--- src/sv/oir_divmod.sv ---
`default_nettype none
// ----------------------------------------------------------------------------
// oir_divmod: restoring divider, one quotient bit per cycle
// Splits a pixel count into row and column for a given image width.
// ----------------------------------------------------------------------------
module oir_divmod #(
   parameter int NUM_W = 23,
   parameter int DEN_W = 11
) (
   input  wire logic             clock,
   input  wire logic             reset,
   input  wire logic             start,
   input  wire logic [NUM_W-1:0] numerator,
   input  wire logic [DEN_W-1:0] denominator,
   output logic                  done,
   output logic [NUM_W-1:0]      quotient,
   output logic [DEN_W-1:0]      remainder
);

   localparam int CNT_W = $clog2(NUM_W + 1);

   logic             busy_ff, busy_in;
   logic             done_ff, done_in;
   logic [CNT_W-1:0] step_ff, step_in;
   logic [NUM_W-1:0] quo_ff, quo_in;
   logic [DEN_W-1:0] rem_ff, rem_in;
   logic [DEN_W:0]   trial;
   logic             fits;

   assign trial = {rem_ff, quo_ff[NUM_W-1]};
   assign fits  = trial >= {1'b0, denominator};

   always_comb begin
      busy_in = busy_ff;
      done_in = 1'b0;
      step_in = step_ff;
      quo_in  = quo_ff;
      rem_in  = rem_ff;
      if (start) begin
         busy_in = 1'b1;
         step_in = '0;
         quo_in  = numerator;
         rem_in  = '0;
      end else if (busy_ff) begin
         // shift in the next dividend bit, subtract when it fits
         rem_in  = fits ? DEN_W'(trial - {1'b0, denominator}) : DEN_W'(trial);
         quo_in  = {quo_ff[NUM_W-2:0], fits};
         step_in = step_ff + CNT_W'(1);
         if (step_ff == CNT_W'(NUM_W - 1)) begin
            busy_in = 1'b0;
            done_in = 1'b1;
         end
      end
   end

   always_ff @(posedge clock) begin
      if (reset) begin
         busy_ff <= 1'b0;
         done_ff <= 1'b0;
         step_ff <= '0;
      end else begin
         busy_ff <= busy_in;
         done_ff <= done_in;
         step_ff <= step_in;
      end
   end

   always_ff @(posedge clock) begin
      quo_ff <= quo_in;
      rem_ff <= rem_in;
   end

   assign done      = done_ff;
   assign quotient  = quo_ff;
   assign remainder = rem_ff;

endmodule
`default_nettype wire

--- config.mk ---
export PLATFORM = sky130hd
export DESIGN_NAME = oir_divmod
export DESIGN_NICKNAME = d
export VERILOG_FILES = /design/src/sv/oir_divmod.sv
export SDC_FILE = /design/constraint.sdc
export NUM_CORES = 1
export LEC_CHECK = 0
export BUFFER_PORTS_ARGS = -buffer_cell sky130_fd_sc_hd__clkbuf_2
export CAP_MARGIN = 20
export CORE_MARGIN = 1
export CORE_UTILIZATION = 45
export DETAILED_ROUTE_END_ITERATION = 6
export GPL_ROUTABILITY_DRIVEN = 0
export PLACE_DENSITY = 0.79
export SLEW_MARGIN = 10
export SYNTH_ARGS = -nofsm -noshare
export SYNTH_HDL_FRONTEND = slang
export SYNTH_SLANG_ARGS = --single-unit
--- constraint.sdc ---
create_clock -name clock -period 3 [get_ports clock]
set_clock_uncertainty 0.2 [all_clocks]
set_input_delay 0.3 -clock clock [delete_from_list [all_inputs] [get_ports clock]]
set_output_delay 0.3 -clock clock [all_outputs]
set_load 0.1 [all_outputs]
; Word level (Yosys, flattened, before mapping)
; Index checks and enable logic that the tools add are counted.
[word_totals]
mem_count = 0
ff_bits = 41
rom_bits = 0
latch_bits = 0
mem_bits_rw = 0
[classes]
div_mod_pow = 0
n_addsub = 2
n_bitwise = 1
n_mux = 7
eq_ne = 1
reduce_logical = 3
order_cmp = 1
mul = 0
shifts = 0
[ops]
columns = op, n
row1 = 2-to-1 mux 23 bit, 2
row2 = greater-or-equal comparator 12 x 11 -> 1 bit, 1
row3 = 2-to-1 mux 11 bit, 1
row4 = subtractor 11 bit, 1
row5 = adder 5 x 1 -> 5 bit (second input constant), 1
row6 = == test 5 bit (second input constant), 1
row7 = 2-to-1 mux 1 bit, 4
row8 = OR reduction 3 bit, 1
row9 = nonzero test 2 bit, 1
row10 = OR reduction 2 bit, 1
row11 = inverter 1 bit, 1

; Longest topological paths before layout
[logic_depth]
word_depth = 4
mapped_depth = 9

; Worst setup path before layout
; No wires, ideal clock.
[synth_path]
path_type = register -> register
from = reg quo_ff[22] (netlist: quotient[22])
to = reg rem_ff[3] (netlist: remainder[3])
required_ps = 2712
path_stages_with_launch = 9
setup_ps = 88
synth_period_minus_slack_ps = 2878
path_buffers = 0
setup_slack_ps = 122
t_arrival_ps = 2589
cell_sequence = edfxtp_1 > inv_1 > ha_1 > fa_1 > nor2b_4 > o31a_4 > o211ai_4 > and2_2 > a311oi_2
[synth_via]
elab_chain_len = 2
[synth_rtl]
columns = item, line_no
row1 = start: declaration, 25  ; logic [NUM_W-1:0] quo_ff, quo_in;
row2 = start signal: assignment, 69  ; quo_ff <= quo_in;
row3 = subtractor 11 bit / greater-or-equal comparator 12 x 11 -> 1 bit (equally long branches), "46, 31"
row4 = 2-to-1 mux 11 bit *, 46  ; rem_in = fits ? DEN_W'(trial - {1'b0, denominator}) : DEN_W'(trial);
row5 = end signal: assignment, 70  ; rem_ff <= rem_in;
row6 = end: declaration, 26  ; logic [DEN_W-1:0] rem_ff, rem_in;
; Every way passes the cells marked *; elsewhere a longest branch is shown, timed or not.
; A chain may end at the register's enable or synchronous reset.

; Worst setup path after layout
[layout_path]
from = reg quo_ff[22] (netlist: quotient[22])
to = reg quo_ff[0] (netlist: quotient[0]), data pin
[layout_via]
elab_chain_len = 3
[layout_rtl]
columns = item, line_no
row1 = greater-or-equal comparator 12 x 11 -> 1 bit, 31  ; assign fits = trial >= {1'b0, denominator};
row2 = 2-to-1 mux 23 bit, 44  ; end else if (busy_ff) begin
row3 = 2-to-1 mux 23 bit, 39  ; if (start) begin
row4 = named net quo_in[0], 25
; The timed path passes the listed nets, and every way through them passes these cells. The select of a mux whose other input is x is not followed.

==> metrics.txt <==
diode count 0; Pleak 0.00130 uW; Die Ht about 77 um; share of cells above drive strength 1 about 38%; clock slew seen by the registers of the worst setup and hold paths roughly 80 ps; Final TNS setup 0 ps; Fmax ~380 MHz; CTS Buffer Depth 2; die area between 0.005 and 0.006 mm2; Starting Density 48.0%; first-pass GRT wire length a little over 9000 um; Crit-path slowest cell o211ai_4; Seq/Total Area, Yosys slightly above 40%; CP Buf/Inv Count 1; critical path class flip-flop to flip-flop; Slew Limit Fails 0; Worst slew margin about three fifths; CP top delay family compound AO/OA/AOI/OAI gates; Placed Instances ~380; row cnt 26; yosys synthesis warning count 0; final core occ 57.6%; Syn Inst Count 244; core area about 0.0053 mm2; largest net degree at the start of global routing 29; Fin. Hold Viols 0; Slowest Stage Delay on Critical Path 460 ps; Post-synth ARST share 0%; Worst Setup Start Kind flip-flop; filler-free cell count of the finished design between 300 and 400; initial DRC count between 100 and 150; synth unique cells between 50 and 60; postcts setup bufs 0; post-route clock period utilization around 87%; nature of the critical path endpoint flip-flop; Post-synth EDFFs 23; Synth Area per Inst roughly 10 um2; global route overflow 0; Die Wd around 77 um; Syn-to-layout area delta 20.0%; Vias between 2000 and 2500; Num CTS Buffers 5; number of global-route vias before repair approximately 2000; Area contributors post-synth edfxtp_1 (27%), dfxtp_1 (14%), mux2_2 (9.8%), ha_1 (6.4%), nor2_1 (3.3%); HP Class input pin to flip-flop; post-route cell area 0.00303 mm2; Port Buffers between 70 and 80; FF+latch count, synth between 40 and 50; First-pass DRT Iterations 4; Synth Net Count 295; wire per inst approximately 14 um; initial antenna violation count 0; cell taking the most area after synthesis edfxtp_1; minimum clock period between 2000 and 3000 ps; post-synthesis instance area around 0.0025 mm2; top_reg_cell synth edfxtp_1; Critical Path, Cell by Cell inv_1 -> ha_1 -> fa_1 -> nor2b_4 -> o31a_4 -> o211ai_4 -> and2_2 -> mux2i_1; Detailed Place HPWL around 4100 um; Sink Count 41; worst slew pin tran 601 ps; WP data required around 2800 ps; # setup viols final 0; num ports 72; unrepaired setup endpoints after global routing false; outcome finished clean; Power Dens Cells between 500 and 600 mW/mm2; Worst-Skew Late Latency about 290 ps; worst-path maximum fanout 18; Final ANT Viol Nets 0; Worst EP arrival around 2500 ps; GRT Total Usage 19.2%; Post-DP Area around 0.0029 mm2; Vias/cell ~5.4; NumNets Final 366; Post-Route WL ~5400 um; total of max-cap violations 0; CTS tree yes; # H-tree levels 2; root buffer cell clkbuf_8; Remaining DRCs 0; Synth top area share 27.3%; # fillers 496; Peak supply drop ~0.34 mV
[stage by stage]
step / power (uW) / worst slack, ps / hold WS (ps)
finish: 1660 / 382 / 107
detailed placement: 1320 / 387 / 280
floorplan: 1210 / 122 / 172
global placement: 1310 / 466 / 273
global route: 1730 / 247 / 95.3
CTS: 1670 / 388 / 97.6
[path summary, 6_finish.rpt]
| path | from | end | slack, ps | cells after the start |
|---|---|---|---|---|
| min | numerator[10] | quotient[10]$_DFFE_PP_ | 110 | 2 |
| max | quotient[22]$_DFFE_PP_ | quotient[0]$_DFFE_PP_ | 380 | 8 |
| min reg2reg | step_ff[1]$_SDFFE_PP0P_ | step_ff[1]$_SDFFE_PP0P_ | 320 | 2 |
| max reg2reg | quotient[22]$_DFFE_PP_ | quotient[0]$_DFFE_PP_ | 380 | 8 |
[state kept, by name, summed over array words and instances, names as in the netlist]
name / cells
busy_ff: 1
done: 1
quotient: 23
remainder: 11
step_ff: 5
[cell usage in the layout, fill, tap and decap left out, types with 4 or more instances in the layout]
cell and instances:
dfxtp_1 18, o21ai_0 5, nor3b_1 4, a31oi_1 4, nor2b_1 7, a21oi_1 9
inv_1 18, xor2_1 4, a211oi_1 7, edfxtp_1 23, nor2_1 22, nor3_1 6
clkbuf_8 5, ha_1 13, mux2_2 22, nand2_1 13, clkbuf_2 71
[logic make-up after synthesis]
kind of cell / Yosys count / synth area share (%)
AO/OA/AOI/OAI: 56 / 17.8
flip-flops: 41 / 41.6
multiplexers: 23 / 10.2
AND/OR/NAND/NOR: 73 / 15.7
XOR/XNOR: 7 / 2.42
adder cells (fa/ha/maj): 14 / 7.22
buffers and inverters: 30 / 5.05
[cell usage after synthesis (2+ instances only)]
cell type and n:
a211oi_1 7, a21o_2 2, a21oi_1 9, a311oi_2 2, a31oi_1 4, and3b_1 2
and4b_2 2, buf_1 2, clkbuf_1 7, dfxtp_1 18, edfxtp_1 23, ha_1 13
inv_1 18, mux2_2 22, nand2_1 13, nand2b_1 2, nand4_1 3, nor2_1 22
nor2b_1 7, nor3_1 6, nor3b_1 4, o2111ai_1 3, o21a_1 3, o21ai_0 5
o21ai_1 3, o311ai_0 3, o31ai_1 2, or2_2 2, xnor2_1 3, xor2_1 4
[where the power goes]
part / internal (uW) / leakage [uW] / total [uW] / switching [uW]
Clock: 160 / 0.0000439 / 349 / 189
Sequential: 648 / 0.000379 / 679 / 30.4
Combinational: 156 / 0.000879 / 634 / 478
Total: 964 / 0.00130 / 1660 / 697
[area by class of cell]
type	count	area, um2	area share (%)
timing repair buffer	75	388	12.8
tap	70	87.6	2.89
multi-input combinational	173	1350	44.5
clock inverter	3	17.5	0.577
clock buffer	5	68.8	2.27
sequential	41	1050	34.6
inverter	19	71.3	2.35
[routing by layer]
metal / track usage (%) / share of wire, % / vias to the layer above
met5: 0 / 0 / -
met4: 5.96 / 0.42 / 0
met3: 3.10 / 2.6 / 2
met2: 32.3 / 49 / 42
met1: 24.9 / 48 / 999
li1: - / - / 1054
[what timing repair did]
action / in CTS / in global routing
endpoints found under the hold margin: 1 / 0
resized for setup: 0 / 0
hold buffers: 1 / 0
Power figures use the tool's default switching activity.
